--- src/rtl/greedy_graph_coloring_unit_macros.svh ---
// ---------------------------------------------------------------------------
// Assertion macros for the greedy graph colouring unit
// Shared property shapes for same-cycle and next-cycle checks.
// ---------------------------------------------------------------------------
`ifndef GREEDY_GRAPH_COLORING_UNIT_MACROS_SVH
`define GREEDY_GRAPH_COLORING_UNIT_MACROS_SVH

// The consequent must hold in the same cycle as the antecedent.
`define GGC_ASSERT_NOW(label, clk, rst, ante, cons, msg) \
  label: assert property (@(posedge clk) disable iff (rst) (ante) |-> (cons)) \
    else $error(msg);

// The consequent must hold in the cycle after the antecedent.
`define GGC_ASSERT_NEXT(label, clk, rst, ante, cons, msg) \
  label: assert property (@(posedge clk) disable iff (rst) (ante) |=> (cons)) \
    else $error(msg);

`endif

--- src/rtl/ggc_pkg.sv ---
// ---------------------------------------------------------------------------
// ggc_pkg
// Types, constants and helpers shared by the greedy graph colouring unit.
// ---------------------------------------------------------------------------
package ggc_pkg;

  localparam int unsigned ROW_W             = 32;
  localparam int unsigned COLOR_SLOTS       = 32;
  localparam int unsigned COLOR_W           = 5;
  localparam int unsigned COUNT_W           = 6;
  localparam int unsigned MAX_NODES_DEFAULT = 32;
  localparam int unsigned TDATA_W           = 16;

  typedef enum logic [1:0] {
    ST_IDLE,
    ST_SCAN,
    ST_DRAIN,
    ST_PICK
  } state_t;

  typedef struct packed {
    logic               we;
    logic [COLOR_W-1:0] waddr;
    logic [COLOR_W-1:0] wdata;
    logic [COLOR_W-1:0] raddr;
  } mem_req_t;

  typedef struct packed {
    logic [COLOR_W-1:0] node_color;
    logic [COUNT_W-1:0] colors_used;
    logic               last;
    logic               too_many_nodes;
  } result_t;

  // Lowest colour whose bit is clear; saturates to the top colour when all are taken.
  function automatic logic [COLOR_W-1:0] first_free(input logic [COLOR_SLOTS-1:0] taken);
    logic [COLOR_W-1:0] pick;
    pick = COLOR_W'(COLOR_SLOTS - 1);
    for (int i = COLOR_SLOTS - 1; i >= 0; i--) begin
      if (!taken[i]) begin
        pick = COLOR_W'(i);
      end
    end
    return pick;
  endfunction

endpackage

--- src/rtl/ggc_color_mem.sv ---
// ---------------------------------------------------------------------------
// ggc_color_mem
// Colour store: one write port and one registered read port.
// ---------------------------------------------------------------------------
module ggc_color_mem (
  input  logic                      clk,
  input  ggc_pkg::mem_req_t         req,
  output logic [ggc_pkg::COLOR_W-1:0] rdata
);
  import ggc_pkg::*;

  logic [COLOR_W-1:0] mem [COLOR_SLOTS];

  always_ff @(posedge clk) begin
    if (req.we) begin
      mem[req.waddr] <= req.wdata;
    end
  end

  always_ff @(posedge clk) begin
    rdata <= mem[req.raddr];
  end

endmodule

--- src/rtl/ggc_scan.sv ---
// ---------------------------------------------------------------------------
// ggc_scan
// Sequencer that reads one earlier node colour per cycle, marks it as taken when
// the row bit is set, then picks the lowest free colour and updates the graph state.
// ---------------------------------------------------------------------------
module ggc_scan #(
  parameter int unsigned MAX_NODES = ggc_pkg::MAX_NODES_DEFAULT
) (
  input  logic                          clk,
  input  logic                          rst,
  input  logic                          in_valid,
  output logic                          in_ready,
  input  logic [ggc_pkg::ROW_W-1:0]     in_row,
  input  logic                          in_last,
  output logic                          res_valid,
  input  logic                          res_take,
  output ggc_pkg::result_t              res,
  output ggc_pkg::mem_req_t             mem_req,
  input  logic [ggc_pkg::COLOR_W-1:0]   mem_rdata
);
  import ggc_pkg::*;

  localparam int unsigned IDXW = $clog2(MAX_NODES + 1);
  localparam int unsigned EXTW = (IDXW > COUNT_W) ? IDXW : COUNT_W;

  state_t state, state_next;

  logic [IDXW-1:0]        node_index;
  logic [COUNT_W-1:0]     color_count;
  logic [ROW_W-1:0]       row;
  logic                   row_last;
  logic                   row_over;
  logic [COLOR_SLOTS-1:0] taken;
  logic [COLOR_W-1:0]     scan_addr;
  logic [COUNT_W-1:0]     scan_left;
  logic                   rd_valid;
  logic                   rd_bit;

  logic [EXTW-1:0]    idx_ext;
  logic               over;
  logic [COUNT_W-1:0] scan_len;
  logic [COLOR_W-1:0] pick;
  logic [COUNT_W-1:0] pick_count;
  logic [COUNT_W-1:0] count_next;
  logic               accept;
  logic               commit;

  assign idx_ext  = EXTW'(node_index);
  assign over     = idx_ext >= EXTW'(MAX_NODES);
  assign scan_len = (idx_ext >= EXTW'(COLOR_SLOTS)) ? COUNT_W'(COLOR_SLOTS)
                                                    : COUNT_W'(idx_ext);
  assign accept   = in_valid && in_ready;
  assign commit   = res_valid && res_take;

  always_comb begin
    state_next = state;
    unique case (state)
      ST_IDLE: begin
        if (in_valid) begin
          if (over || scan_len == '0) begin
            state_next = ST_PICK;
          end else begin
            state_next = ST_SCAN;
          end
        end
      end
      ST_SCAN: begin
        if (scan_left == COUNT_W'(1)) begin
          state_next = ST_DRAIN;
        end
      end
      ST_DRAIN: begin
        state_next = ST_PICK;
      end
      ST_PICK: begin
        if (res_take) begin
          state_next = ST_IDLE;
        end
      end
      default: begin
        state_next = ST_IDLE;
      end
    endcase
  end

  always_comb begin
    in_ready   = (state == ST_IDLE);
    res_valid  = (state == ST_PICK);
    pick       = row_over ? '0 : first_free(taken);
    pick_count = COUNT_W'(pick) + COUNT_W'(1);
    count_next = (pick_count > color_count) ? pick_count : color_count;

    res.node_color     = pick;
    res.colors_used    = row_over ? color_count : count_next;
    res.last           = row_last;
    res.too_many_nodes = row_over;

    mem_req.raddr = scan_addr;
    mem_req.waddr = COLOR_W'(idx_ext);
    mem_req.wdata = pick;
    mem_req.we    = commit && !row_over && (idx_ext < EXTW'(COLOR_SLOTS));
  end

  always_ff @(posedge clk) begin
    if (rst) begin
      state       <= ST_IDLE;
      node_index  <= '0;
      color_count <= '0;
      rd_valid    <= 1'b0;
    end else begin
      state    <= state_next;
      rd_valid <= (state == ST_SCAN);
      if (commit) begin
        if (row_last) begin
          node_index  <= '0;
          color_count <= '0;
        end else if (!row_over) begin
          node_index  <= node_index + IDXW'(1);
          color_count <= count_next;
        end
      end
    end
  end

  // Read data arrives in the cycle after its address, so the row bit is registered alongside.
  always_ff @(posedge clk) begin
    rd_bit <= row[0];
    if (accept) begin
      row       <= in_row;
      row_last  <= in_last;
      row_over  <= over;
      taken     <= '0;
      scan_addr <= '0;
      scan_left <= scan_len;
    end else begin
      if (state == ST_SCAN) begin
        row       <= row >> 1;
        scan_addr <= scan_addr + COLOR_W'(1);
        scan_left <= scan_left - COUNT_W'(1);
      end
      if (rd_valid && rd_bit) begin
        taken[mem_rdata] <= 1'b1;
      end
    end
  end

endmodule

--- src/rtl/greedy_graph_coloring_unit.sv ---
// ---------------------------------------------------------------------------
// greedy_graph_coloring_unit
// First-fit greedy colouring of a graph, one adjacency row per beat.
// ---------------------------------------------------------------------------
// Usage:
//   Send the adjacency rows of a graph in node order on the slave channel,
//   bit v of tdata marking an edge to node v; tlast marks the final row.
//   Each row yields one result beat on the master channel: the node's colour,
//   the running colour count, tlast copied from the row, and tuser set when
//   the row lay beyond the node limit and was ignored.
//   Bits for nodes at or above the current row's index are ignored.
//   A row for node n > 0 reads the colour of each earlier node, up to 32 of
//   them, from the colour store, then passes a read drain state and a pick
//   state, where its result is loaded into the output register. Node 0 and
//   rows past the limit go straight to the pick state. One row is in flight
//   at a time; the next is accepted only once the previous result is loaded.
//   A result waits in the output register while the receiver stalls; the
//   next row may be accepted meanwhile but its result waits for the slot.
//   Reset clears the node index and colour count; the next row is node 0.
// ---------------------------------------------------------------------------
`include "greedy_graph_coloring_unit_macros.svh"

module greedy_graph_coloring_unit #(
  parameter int unsigned MAX_NODES = ggc_pkg::MAX_NODES_DEFAULT
) (
  input  logic                          clk,
  input  logic                          rst,
  input  logic                          s_tvalid,
  output logic                          s_tready,
  input  logic [ggc_pkg::ROW_W-1:0]     s_tdata,   // [31:0] adjacency_row
  input  logic                          s_tlast,   // last_node
  output logic                          m_tvalid,
  input  logic                          m_tready,
  output logic [ggc_pkg::TDATA_W-1:0]   m_tdata,   // [4:0] node_color, [10:5] colors_used
  output logic                          m_tlast,   // last
  output logic                          m_tuser    // too_many_nodes
);
  import ggc_pkg::*;

  logic                res_valid;
  logic                res_take;
  result_t             res;
  result_t             out_data;
  logic                out_valid;
  mem_req_t            mem_req;
  logic [COLOR_W-1:0]  mem_rdata;

  ggc_scan #(
    .MAX_NODES(MAX_NODES)
  ) u_scan (
    .clk      (clk),
    .rst      (rst),
    .in_valid (s_tvalid),
    .in_ready (s_tready),
    .in_row   (s_tdata),
    .in_last  (s_tlast),
    .res_valid(res_valid),
    .res_take (res_take),
    .res      (res),
    .mem_req  (mem_req),
    .mem_rdata(mem_rdata)
  );

  ggc_color_mem u_mem (
    .clk  (clk),
    .req  (mem_req),
    .rdata(mem_rdata)
  );

  assign res_take = !out_valid || m_tready;

  always_ff @(posedge clk) begin
    if (rst) begin
      out_valid <= 1'b0;
    end else if (res_valid && res_take) begin
      out_valid <= 1'b1;
    end else if (m_tready) begin
      out_valid <= 1'b0;
    end
  end

  always_ff @(posedge clk) begin
    if (res_valid && res_take) begin
      out_data <= res;
    end
  end

  assign m_tvalid = out_valid;
  assign m_tdata  = TDATA_W'({out_data.colors_used, out_data.node_color});
  assign m_tlast  = out_data.last;
  assign m_tuser  = out_data.too_many_nodes;

  `GGC_ASSERT_NOW(a_color_below_count, clk, rst, m_tvalid && !m_tuser,
    m_tdata[4:0] < m_tdata[10:5], "colour not below colour count")
  `GGC_ASSERT_NOW(a_ignored_row_color, clk, rst, m_tvalid && m_tuser,
    m_tdata[4:0] == '0, "ignored row carries a non-zero colour")
  `GGC_ASSERT_NEXT(a_one_row_in_flight, clk, rst, s_tvalid && s_tready,
    !s_tready, "second row accepted while one is in flight")
  `GGC_ASSERT_NOW(a_write_on_commit, clk, rst, mem_req.we,
    res_valid && res_take && !res.too_many_nodes, "colour written without a result")

endmodule
--- config.mk ---
export PLATFORM = sky130hd
export DESIGN_NAME = greedy_graph_coloring_unit
export DESIGN_NICKNAME = d
export VERILOG_FILES = /design/src/rtl/ggc_pkg.sv /design/src/rtl/ggc_color_mem.sv /design/src/rtl/ggc_scan.sv /design/src/rtl/greedy_graph_coloring_unit.sv
export VERILOG_INCLUDE_DIRS = /design/src /design/src/rtl
export SDC_FILE = /design/constraint.sdc
export NUM_CORES = 1
export LEC_CHECK = 0
export BUFFER_PORTS_ARGS = -buffer_cell sky130_fd_sc_hd__buf_2
export CORE_MARGIN = 2
export CORE_UTILIZATION = 61
export CTS_CLUSTER_DIAMETER = 100
export DETAILED_ROUTE_END_ITERATION = 8
export GPL_TIMING_DRIVEN = 1
export PLACE_DENSITY = 0.79
export SETUP_SLACK_MARGIN = 0.5
export SYNTH_ARGS = -nofsm -noshare
export SYNTH_HDL_FRONTEND = slang
export SYNTH_SLANG_ARGS = --single-unit
--- constraint.sdc ---
create_clock -name clk -period 6.8 [get_ports clk]
set_clock_uncertainty 0.15 [all_clocks]
set_input_delay 0.68 -clock clk [delete_from_list [all_inputs] [get_ports clk]]
set_output_delay 0.68 -clock clk [all_outputs]
set_load 0.01 [all_outputs]
### Word-level counts from Yosys, hierarchy flattened

Memories as Yosys holds them, arrays and structs flattened. A register that Yosys moved wholly into a read port is not among the register bits.
Index checks and enable logic that the tools add are counted.

* reductions and logical operators: 16
* div/mod/pow operators: 0
* bitwise operators: 1
* $mul: 0
* add/subtract/negate cells: 4
* mux-type cells: 53
* order comparisons: 5
* equal/unequal tests: 8
* shifts and indexed selects: 0

Operator list (count)
* $mux 5: 17
* $mux 32: 2
* $mux 6: 8
* $mux 4: 8
* $or 32x32->32: 1
* $mux 2: 6
* $mux 3: 4
* $pmux 2 s4: 1
* $add 5x1->6 const B: 1
* $add 6x1->6 const B: 1
* $eq 6x1->1 const B: 1
* $ge 6x6->1 const B: 1
* $gt 6x6->1: 1
* $logic_and 1x1->1: 6
* $logic_not 6->1: 1
* $lt 5x6->1 const B: 1
* $lt 6x6->1 const B: 1
* $mux 1: 6
* $sub 6x1->6 const B: 1
* $add 5x1->5 const B: 1
* $demux 1 s5: 1
* $ge 5x1->1 const B: 1
* $eq 2x2->1 const B: 2
* $ne 2x1->1 const B: 2
* 8 further kinds: 12

* bits in writable memories: 160
* output and inout bits: 20
* bits in latches: 0
* input port bits: 37
* bits in read-only memories: 0
* word-level logic and storage cells: 104
* bits in registers: 107
* memories kept: 1

Memories
* u_mem.mem: depth 32, bits a word 5, rd ports 1, clocked after Yosys merged registers in 1, write ports 1, RTL line ggc_color_mem.sv:12 `logic [COLOR_W-1:0] mem [COLOR_SLOTS];`

### Logic depth before layout (Yosys ltp)

Gate-level depths: netlist of the first run.

* depth in word-level cells: 37
* depth in mapped cells: 17
* mapped depth without buffers: 17

### By module

From an unflattened synthesis of the first run, not the netlist that was laid out.

* cell total of the unflattened synthesis: 803
* area, all modules: 11277.1 um2

By module, submodules not included
* ggc_color_mem: area an instance 6344.8 um2, cells each 277, times used 1, sequential area each 4904.7 um2
* ggc_scan: area an instance 4445.5 um2, cells each 502, times used 1, sequential area each 2242.2 um2
* greedy_graph_coloring_unit: area an instance 486.7 um2, cells each 24, times used 1, sequential area each 410.4 um2

### Worst setup path before layout of the first run

Ideal clock, no wire load.

* path type: reg2reg
* start: register u_scan.taken[20]
* end: register u_scan.color_count[1]
* stages on the path, launching flop included: 17
* period minus slack after synthesis: 4.794 ns
* setup time: 0.128 ns
* path slack: 2.006 ns
* arrival time: 4.516 ns
* data required time: 6.522 ns
* buffers on the path: 0
* cells stage by stage: dfxtp_1 -> nand2_2 -> a311oi_1 -> o311ai_1 -> a311o_1 -> a41oi_1 -> ha_1 -> inv_1 -> nor3_1 -> xnor2_1 -> ha_1 -> a21o_1 -> a21o_2 -> o21ai_2 -> mux2_2 -> a31oi_1 -> nor2_1

RTL lines
* from (decl): RTL line ggc_scan.sv:33 `logic [COLOR_SLOTS-1:0] taken;`
* from (signal assigned): RTL line ggc_scan.sv:132 `taken <= '0;`
* from (signal, indexed assignment): RTL line ggc_scan.sv:142 `taken[mem_rdata] <= 1'b1;`
* to (signal assigned): RTL line ggc_scan.sv:119 `color_count <= count_next;`
* to (decl): RTL line ggc_scan.sv:29 `logic [COUNT_W-1:0] color_count;`

==> results of run 1 <==
-- cells by family after synthesis --
group / after synthesis
fa+ha+maj: 18
compound gates: 87
buf+inv: 62
mux: 60
flops: 271
simple gates: 285
other cells: 1
xor+xnor: 13
-- metrics by stage --
stage	hold slack, ns	instance area [µm²]
after floorplan	0.173	11300
final	0.176	12600
after detailed placement	0.248	11700
after CTS	0.160	12600
after global routing	0.160	12600
after global placement	0.260	11700
-- area by class of cell --
type | count | share of cell area
Clock buffer | 36 | 0.0611
Clock inverter | 13 | 0.00944
Inverter | 26 | 0.00775
Multi-Input combinational cell | 468 | 0.274
Sequential cell | 271 | 0.600
Tap cell | 229 | 0.0228
Timing Repair Buffer | 58 | 0.0245
-- power breakdown --
group          internal, mW  switching [mW]
Clock                 0.867           0.597
Sequential             2.03           0.112
Combinational         0.310           0.450
Total                  3.20            1.16
-- Yosys cell counts (all sizes together), types with 2 or more instances --
cell type / n / area [µm²]
a211o: 2 / 26.3
a211oi: 3 / 32.5
a21boi: 2 / 15.0
a21o: 3 / 23.8
a21oi: 43 / 219
a22o: 4 / 35.0
a311oi: 3 / 26.3
a31oi: 2 / 12.5
and3: 2 / 12.5
buf: 12 / 70.1
clkbuf: 24 / 90.1
dfxtp: 58 / 1160
edfxtp: 213 / 6400
ha: 18 / 225
inv: 25 / 93.8
mux2: 9 / 101
mux4: 50 / 1130
nand2: 122 / 460
nand2b: 6 / 37.5
nand3: 10 / 50.1
nand3b: 6 / 45.0
nand4: 9 / 56.3
nor2: 95 / 357
nor2b: 10 / 62.6
nor3: 11 / 71.3
nor3b: 3 / 22.5
o21ai: 16 / 83.8
o21bai: 2 / 18.8
or3: 4 / 25.0
or3b: 2 / 17.5
xnor2: 7 / 80.1
xor2: 6 / 52.6
-- worst max path at each step --
stage | start | slack, ns | end
after floorplan | u_scan.taken[20] | 2.01 | u_scan.color_count[1]
after global placement | u_scan.taken[20] | 2.43 | u_scan.color_count[1]
after detailed placement | u_scan.taken[20] | 2.24 | u_scan.color_count[1]
after CTS | u_scan.taken[20] | 2.23 | u_scan.color_count[1]
after global routing | u_scan.taken[20] | 1.86 | u_scan.color_count[3]
final | u_scan.taken[20] | 2.22 | u_scan.color_count[3]
-- registers in the layout (all words and copies together), names as in the netlist --
| register | cells |
|---|---|
| m_tdata | 11 |
| m_tlast | 1 |
| m_tuser | 1 |
| m_tvalid | 1 |
| u_mem.mem | 160 |
| u_mem.rdata | 5 |
| u_scan.color_count | 6 |
| u_scan.idx_ext | 6 |
| u_scan.rd_bit | 1 |
| u_scan.rd_valid | 1 |
| u_scan.row | 32 |
| u_scan.row_last | 1 |
| u_scan.row_over | 1 |
| u_scan.scan_addr | 5 |
| u_scan.scan_left | 6 |
| u_scan.state | 2 |
| u_scan.taken | 31 |
-- worst max-delay path, cell delays in order, from the launching register on --
cell	delay, ns
dfxtp_1	0.40
nand2_2	0.11
a311oi_1	0.28
o311ai_1	0.17
a311o_1	0.41
a41oi_2	0.20
buf_4	0.35
ha_1	0.25
inv_1	0.05
nor3_1	0.23
xnor2_1	0.14
ha_1	0.31
nand3_1	0.11
a21oi_2	0.19
nor2_1	0.07
nor2_1	0.16
nor4bb_1	0.69
a22o_1	0.25
-- metal layers --
layer,global-route usage,up-vias
li1,-,3051
met5,0,-
met3,0.0351,60
met2,0.409,303
met1,0.317,3310
met4,0.0763,0
==> run summary, run 1 <==
Netlist cell types: 61
Clock slew seen by the registers of the worst setup and hold paths: 0.06 ns
Main synth FF type: edfxtp_1
Hold Crit Class: input port to flop
Sequential fraction of the synthesis area: 0.672
Dpl hpwl: 14.0 mm
Die X: 140 µm
Leak pwr: 4.39 nW
Highest metal used: met4
IR drop worst, VDD: 0.000273 V
Count of final hold-check violations: 0
Worst slew pin tran: 1.26 ns
Number of placed instances, taps included: 1052
Simple-Gate Fraction of Synth Area: 0.112
Setup TNS: 0 ns
Crit path time final: 4.58 ns
Share of layout cells above drive strength 1: 0.204
CTS Buf Count: 27
Met2 wire length: 11.7 mm
Period utilization: 0.674
Pre-CTS WS: 2.24 ns
Nets: 907
Status: finished, final reports clean
Core area: 18000 µm²
Relative slew slack: 0.155
Most common cell after layout, fill and taps aside: edfxtp_1
Netlist Area Pre-Place: 11200 µm²
N_diodes: 0
Largest net degree at the start of global routing: 49
CTS Sinks: 271
Synth Area in Compound Gates: 0.0503
Post-Syn Instances: 797
Maximum clock insertion buffer count: 3
Unrepaired setup endpoints after global routing: false
Commonest non-fill, non-tap cells in the layout: 213 x edfxtp_1, 121 x nand2_1, 95 x nor2_1, 57 x dfxtp_1, 51 x buf_2
GRT overflow: 0
Drt pass-1 iters: 5
Number of DRC markers in iteration 0: 702
R2R cell count: 17
Arr. time, crit path: 4.90 ns
Capturing point of the worst reg2reg path: u_scan.color_count[3]
Crit Path Class: flop to flop
Post-Synth XOR/XNOR Area: 0.0118
Via density: 6.11
Crit Path Max Fanout: 34
Fillers: 1155
Syn_area_per_cell: 14.1 µm²
Total Power: 4.36 mW
Flop2flop setup slack: 2.22 ns
Area of the multi-input gates: 3450 µm²
Hold Startpoint: s_tlast
Clock root buffer: clkbuf_16
Final wirelength: 22.9 mm
Worst Slack Setup Final: 2.22 ns
Slew Viols, Final: 0
Met3 wire length: 1.47 mm
PwrDens: 347 nW/µm²
Hold-critical path depth: 1
CTS resizes: 0
Critical Path RT: 7.12 ns
Antenna Nets Post-Route: 0
Max-cap violations: 0
Initial Util: 0.623
Routability Congestion: 0.851
Hold Crit Endpoint: u_scan.row_last
Layout area overhead: 12.0%
First-pass GRT wire length: 36.5 mm
YS warnings: 0
Post-Synth Adder-Cell Area: 0.0200
Clk_lat worst skew: 0.53 ns
Die Y: 140 µm
Sequential cell area: 7560 µm²
Vias in the first global route: 6799
Vias: 6724
Multiplexer area fraction after synthesis: 0.110
Asr flop ratio synth: 0
Port bufs: 51
Worst r2r src: u_scan.taken[20]
I/O Pins: 57
Htree depth: 1
Post-DR wirelength/cell: 20.8 µm
Worst Setup Start Kind: flop
CTS tree: yes
Seq cells post-synth: 271
Number of synthesized flops with an enable pin: 213
Non-Filler Instances: 1101
Final Util: 0.698
Initial antenna violation count: 0
Post-CTS setup repair buffer count: 0
Largest family of logic cells by synthesized area: simple AND/OR/NAND/NOR gates
Final setup fails: 0
Total Routing Usage GR: 0.238
M1 WL: 9.03 mm
CTS Hold Bufs: 0
Die area: 19500 µm²
Row Count: 49
Critical Path Sink Type: flop
Post-route DRC: 0
F_max: 0.218 GHz
(Power assumes the default switching activity.)
==> run 2: changes to the inputs <==
clock period = 4.32 ns   (was 6.8 ns; I/O delays follow)
==> run 2 against run 1 <==
Against the previous run: first-iteration DRC count fell by 11%; clock-buffer cell count rose by 7; cell count rose by 0.91%; highest routed layer unchanged; die area did not move; global-route usage rose by 1.0 points; maximum frequency rose by 23%; power rose by 59%; register-to-register slack got worse by 1.6 ns; setup slack got worse by 1.6 ns; sequential cell count did not move; hold slack got worse by 0.16 ns; routed wire length rose by 5.7%.
==> run summary, run 2 (synthesis results as in run 1) <==
Largest regs: u_mem.mem: 160 flops, u_scan.row: 32 flops, u_scan.taken: 31 flops
Crit path time final: 3.72 ns
Initial Util: 0.623
Htree depth: 1
Vias in the first global route: 6930
Die area: 19500 µm²
Relative slew slack: 0.250
Status: finished, final reports clean
Share of layout cells above drive strength 1: 0.221
Design area: 12800 µm²
Drt pass-1 iters: 7
Setup TNS: 0 ns
Total Routing Usage GR: 0.248
Max-cap violations: 0
Initial antenna violation count: 0
Antenna Nets Post-Route: 0
Final setup fails: 0
N_diodes: 0
Post-route DRC: 0
CP max stage delay: 0.40 ns
Worst Path Buf+Inv: 1
Critical Path Sink Type: flop
Critical Path RT: 4.58 ns
Die X: 140 µm
Slowest CP cell: dfxtp_1
Seq pwr share: 0.492
Placed cell areas: 11800 µm²
GRT overflow: 0
Core area: 18000 µm²
CTS Buf Count: 27
IR drop worst, VDD: 0.000406 V
Layout area overhead: 13.8%
Unrepaired setup endpoints after global routing: true
CTS tree: yes
Hold Crit Endpoint: u_scan.row[27]
F_max: 0.269 GHz
Clk_lat worst skew: 0.53 ns
Number of placed instances, taps included: 1053
Non-Filler Instances: 1111
Capturing point of the worst reg2reg path: u_scan.color_count[1]
Crit Path Class: flop to flop
Post-DR wirelength/cell: 21.8 µm
Hold-critical path depth: 3
Power Internal: 5.11 mW
Vias: 6837
Leak pwr: 4.47 nW
Die Y: 140 µm
Arr. time, crit path: 3.98 ns
Clock power frac: 0.337
Dpl hpwl: 15.2 mm
Via density: 6.15
Largest net degree at the start of global routing: 49
Worst Slack Setup Final: 0.599 ns
Maximum clock insertion buffer count: 3
Commonest non-fill, non-tap cells in the layout: 213 x edfxtp_1, 121 x nand2_1, 94 x nor2_1, 53 x dfxtp_1, 51 x buf_2
Routability Congestion: 0.831
Row Count: 49
Worst Setup Start Kind: flop
Worst r2r src: u_scan.taken[25]
Hold Crit Class: input port to flop
Clock root buffer: clkbuf_16
First-pass GRT wire length: 37.6 mm
CTS Sinks: 271
Hold Startpoint: s_tdata[27]
PwrDens: 544 nW/µm²
Largest reg by FF count: u_mem.mem
I/O Pins: 57
Slew Viols, Final: 0
NetSw: 1.84 mW
Number of flip-flops under the largest register name: 160
Comb pwr share: 0.171
Family with the most delay on the worst path: compound AO/OA/AOI/OAI gates
Count of final hold-check violations: 0
R2R cell count: 16
Crit Path Max Fanout: 5
Final wirelength: 24.2 mm
Port bufs: 51
Flop2flop setup slack: 0.60 ns
Clock slew seen by the registers of the worst setup and hold paths: 0.06 ns
Number of DRC markers in iteration 0: 626
Worst slew pin tran: 1.12 ns
Nets: 917
Sw frac: 0.265
Pre-CTS WS: -0.175 ns
Most common cell after layout, fill and taps aside: edfxtp_1
Period utilization: 0.861
Cell chain of the critical path: nand2_1, a311oi_2, o311ai_1, a311o_1, a41oi_4, ha_2, inv_2, nor3_2, xnor2_2, ha_1, a21o_1, a21o_2, o21ai_4, mux2_4, a31oi_1, nor2_1
-- run 2: cell count changes in the layout (fill, tap and decap cells not counted), sizes merged --
| cell | before | now |
|---|---|---|
| clkinv | 9 | 4 |
| o21ai | 16 | 17 |
| inv | 27 | 26 |
| clkinvlp | 1 | 0 |
| clkbuf | 36 | 43 |
| nor2b | 10 | 11 |
| dlygate4sd3 | 0 | 1 |
| buf | 58 | 65 |
-- run 2: through the flow --
step	util	power, mW	hold WS [ns]
final	0.710	6.95	0.0110
after global routing	0.710	7.23	0.0191
after CTS	0.706	6.98	0.000325
after detailed placement	0.653	4.64	0.200
after global placement	0.653	4.57	0.200
after floorplan	-	4.28	0.173
-- run 2: power groups by stage --
stage	combinational [mW]	clock (mW)	sequential, mW
final	1.19	2.35	3.42
after global routing	1.31	2.47	3.45
after global placement	1.12	0	3.45
after detailed placement	1.17	0	3.47
after CTS	1.19	2.37	3.42
after floorplan	0.914	0	3.36
-- run 2: routing by layer --
layer  track usage  part of all wire
met5             0                 0
met4        0.0974             0.038
met3        0.0475             0.064
met2         0.416              0.50
met1         0.326              0.39
-- run 2: layout make-up --
type / instances / area, µm²
clock buffer: 43 / 818
tap: 229 / 287
inverter: 26 / 97.6
sequential: 271 / 7570
timing repair buffer: 66 / 395
fill: 1128 / 5230
multi-input combinational: 470 / 3550
clock inverter: 6 / 78.8
-- run 2: tightest hold or removal path, stage by stage --
cell and delay (ns):
buf_2 0.07, nand2_1 0.04, nand2_1 0.04
-- run 2: timing repair --
| action | in CTS | in global routing |
|---|---|---|
| gates cloned | 2 | 0 |
| pin swaps | 1 | 3 |
| endpoints found under the setup margin | 12 | 10 |
| hold endpoints to repair | 1 | 0 |
| setup buffers | 1 | 5 |
| hold buffers | 1 | 0 |
| resized for setup | 3 | 9 |
-- run 2: worst max-delay path by stage --
stage / end / cells after the start / from / slack, ns
2_1_floorplan: u_scan.color_count[1] / 16 / u_scan.taken[20] / 0.50
3_3_place_gp: u_scan.color_count[1] / 16 / u_scan.taken[7] / 0.17
3_5_place_dp: u_scan.color_count[5] / 16 / u_scan.taken[8] / -0.17
4_1_cts: u_scan.color_count[5] / 16 / u_scan.taken[28] / 0.49
5_1_grt: u_scan.color_count[5] / 16 / u_scan.taken[24] / 0.46
6_report: u_scan.color_count[1] / 16 / u_scan.taken[25] / 0.60
==> run 3: changes to the inputs <==
==> constraint.sdc (replaced) <==
create_clock -name clk -period 4.32 [get_ports clk]
set_clock_uncertainty 0.15 [all_clocks]
set_input_delay 0.864 -clock clk [delete_from_list [all_inputs] [get_ports clk]]
set_output_delay 0.864 -clock clk [all_outputs]
set_load 0.01 [all_outputs]
==> run 3 against run 2 <==
Against the previous run: design area increased by 0.63%; utilization increased by 0.44 points; clock power about the same; die area unchanged; routed wire length increased by 3.4%; critical path type unchanged; critical endpoint is now m_tdata[10]; largest cell class unchanged; largest power group unchanged.
==> run summary, run 3 (synthesis results as in run 1) <==
Worst Setup Start Kind: flop
Total Routing Usage GR: 0.253
Antenna Nets Post-Route: 0
R2R cell count: 15
Count of final hold-check violations: 0
Largest reg by FF count: u_mem.mem
Most common cell after layout, fill and taps aside: edfxtp_1
Capturing point of the worst reg2reg path: m_tdata[10]
Post-DR wirelength/cell: 22.4 µm
Arr. time, crit path: 3.98 ns
Die X: 140 µm
Final Util: 0.714
Placed cell areas: 11800 µm²
Clock slew seen by the registers of the worst setup and hold paths: 0.07 ns
Number of DRC markers in iteration 0: 858
Port bufs: 51
Slew Viols, Final: 0
Largest regs: u_mem.mem: 160 flops, u_scan.row: 32 flops, u_scan.taken: 31 flops
Die area: 19500 µm²
Status: finished, final reports clean
Share of layout cells above drive strength 1: 0.232
Hold Startpoint: u_scan.row[0]
I/O Pins: 57
Htree depth: 1
Commonest non-fill, non-tap cells in the layout: 213 x edfxtp_1, 120 x nand2_1, 92 x nor2_1, 51 x buf_2, 51 x dfxtp_1
Clk_lat worst skew: 0.54 ns
Routability Congestion: 0.847
Flop2flop setup slack: 0.48 ns
Post-route DRC: 0
Nets: 922
N_diodes: 0
CTS tree: yes
Crit path time final: 3.84 ns
Hold-critical path depth: 0
Design area: 12900 µm²
Number of placed instances, taps included: 1053
Largest net degree at the start of global routing: 49
Hold Crit Endpoint: u_scan.rd_bit
Via density: 6.24
Layout area overhead: 14.6%
Final wirelength: 25.0 mm
Max-cap violations: 0
Final setup fails: 0
Period utilization: 0.890
Crit Path Max Fanout: 6
Non-Filler Instances: 1117
F_max: 0.260 GHz
Critical Path Sink Type: flop
Initial Util: 0.623
Hold Crit Class: flop to flop
Crit Path Class: flop to flop
Relative slew slack: 0.167
Vias in the first global route: 7034
Die Y: 140 µm
Number of flip-flops under the largest register name: 160
PwrDens: 547 nW/µm²
Critical Path RT: 4.45 ns
CTS Buf Count: 27
CTS Sinks: 271
Maximum clock insertion buffer count: 3
Drt pass-1 iters: 5
Worst r2r src: u_scan.taken[28]
Core area: 18000 µm²
First-pass GRT wire length: 38.4 mm
Initial antenna violation count: 0
Clock root buffer: clkbuf_16
Setup TNS: 0 ns
Leak pwr: 4.51 nW
CTS Hold Bufs: 0
Vias: 6966
Worst slew pin tran: 1.24 ns
GRT overflow: 0
IR drop worst, VDD: 0.000371 V
Row Count: 49
Dpl hpwl: 15.5 mm
Unrepaired setup endpoints after global routing: true
==> run 3: changes by cell type in the layout (fill, tap and decap cells not counted), moves of 2 or more <==
cell,previous run,this run
clkbuf_1,8,4
buf_4,12,16
clkinvlp_4,0,2
nor2_1,94,92
buf_6,0,2
dfxtp_1,53,51
clkbuf_8,6,0
clkinv_1,1,7
bufinv_16,2,4
==> run 3: worst max path at each step <==
stage | endpoint | from | cells past startpoint
global route | m_tdata[9] | u_scan.taken[20] | 15
global placement | u_scan.color_count[5] | u_scan.taken[7] | 16
floorplan | u_scan.color_count[1] | u_scan.taken[20] | 16
finish | m_tdata[10] | u_scan.taken[28] | 15
CTS | u_scan.color_count[1] | u_scan.taken[17] | 16
detailed placement | u_scan.color_count[4] | u_scan.taken[7] | 16
==> run 3: final cells by class <==
| class | instances | area, µm² |
|---|---|---|
| sequential | 271 | 7570 |
| fill | 1096 | 5150 |
| multi-input combinational | 469 | 3570 |
| clock buffer | 31 | 691 |
| timing repair buffer | 72 | 458 |
| tap | 229 | 287 |
| clock inverter | 19 | 201 |
| inverter | 26 | 97.6 |
==> run 3: worst max-delay path, cell delays in order, from the launching register on <==
cell,delay [ns]
dfxtp_2,0.35
nand2_2,0.06
a311oi_2,0.30
o311ai_1,0.13
a311o_1,0.34
a41oi_4,0.21
ha_2,0.23
inv_2,0.05
nor3_4,0.16
xnor2_2,0.17
ha_1,0.30
a21o_1,0.17
a21o_2,0.24
o21ai_4,0.26
buf_6,0.15
mux2_2,0.33
==> run 3: stage by stage <==
step	worst slack, ns	hold WS, ns	total power, mW
final	0.475	0.220	7.04
after floorplan	0.504	0.173	4.28
after global placement	0.202	0.197	4.59
after global routing	0.384	0.214	7.30
after CTS	0.512	0.218	7.01
after detailed placement	-0.138	0.202	4.66
==> run 3: layer usage <==
layer / vias up / wire [µm] / GRT usage
met2: 330 / 12700 / 0.430
met3: 75 / 1700 / 0.0358
met4: 0 / 736 / 0.0711
met1: 3476 / 9910 / 0.349
li1: 3085 / - / -
met5: - / 0 / 0
==> run 3: report_power, final <==
| part | total [mW] | switching, mW | internal [mW] |
|---|---|---|---|
| registers | 3.44 | 0.251 | 3.19 |
| clock network | 2.36 | 0.975 | 1.39 |
| logic | 1.24 | 0.687 | 0.552 |
| total | 7.04 | 1.91 | 5.13 |
==> run 3: repair_timing <==
action	4_1_cts	5_1_grt
pin swaps	2	5
setup buffers	1	12
cloned	1	0
resized for setup	6	18
endpoints found under the setup margin	12	11
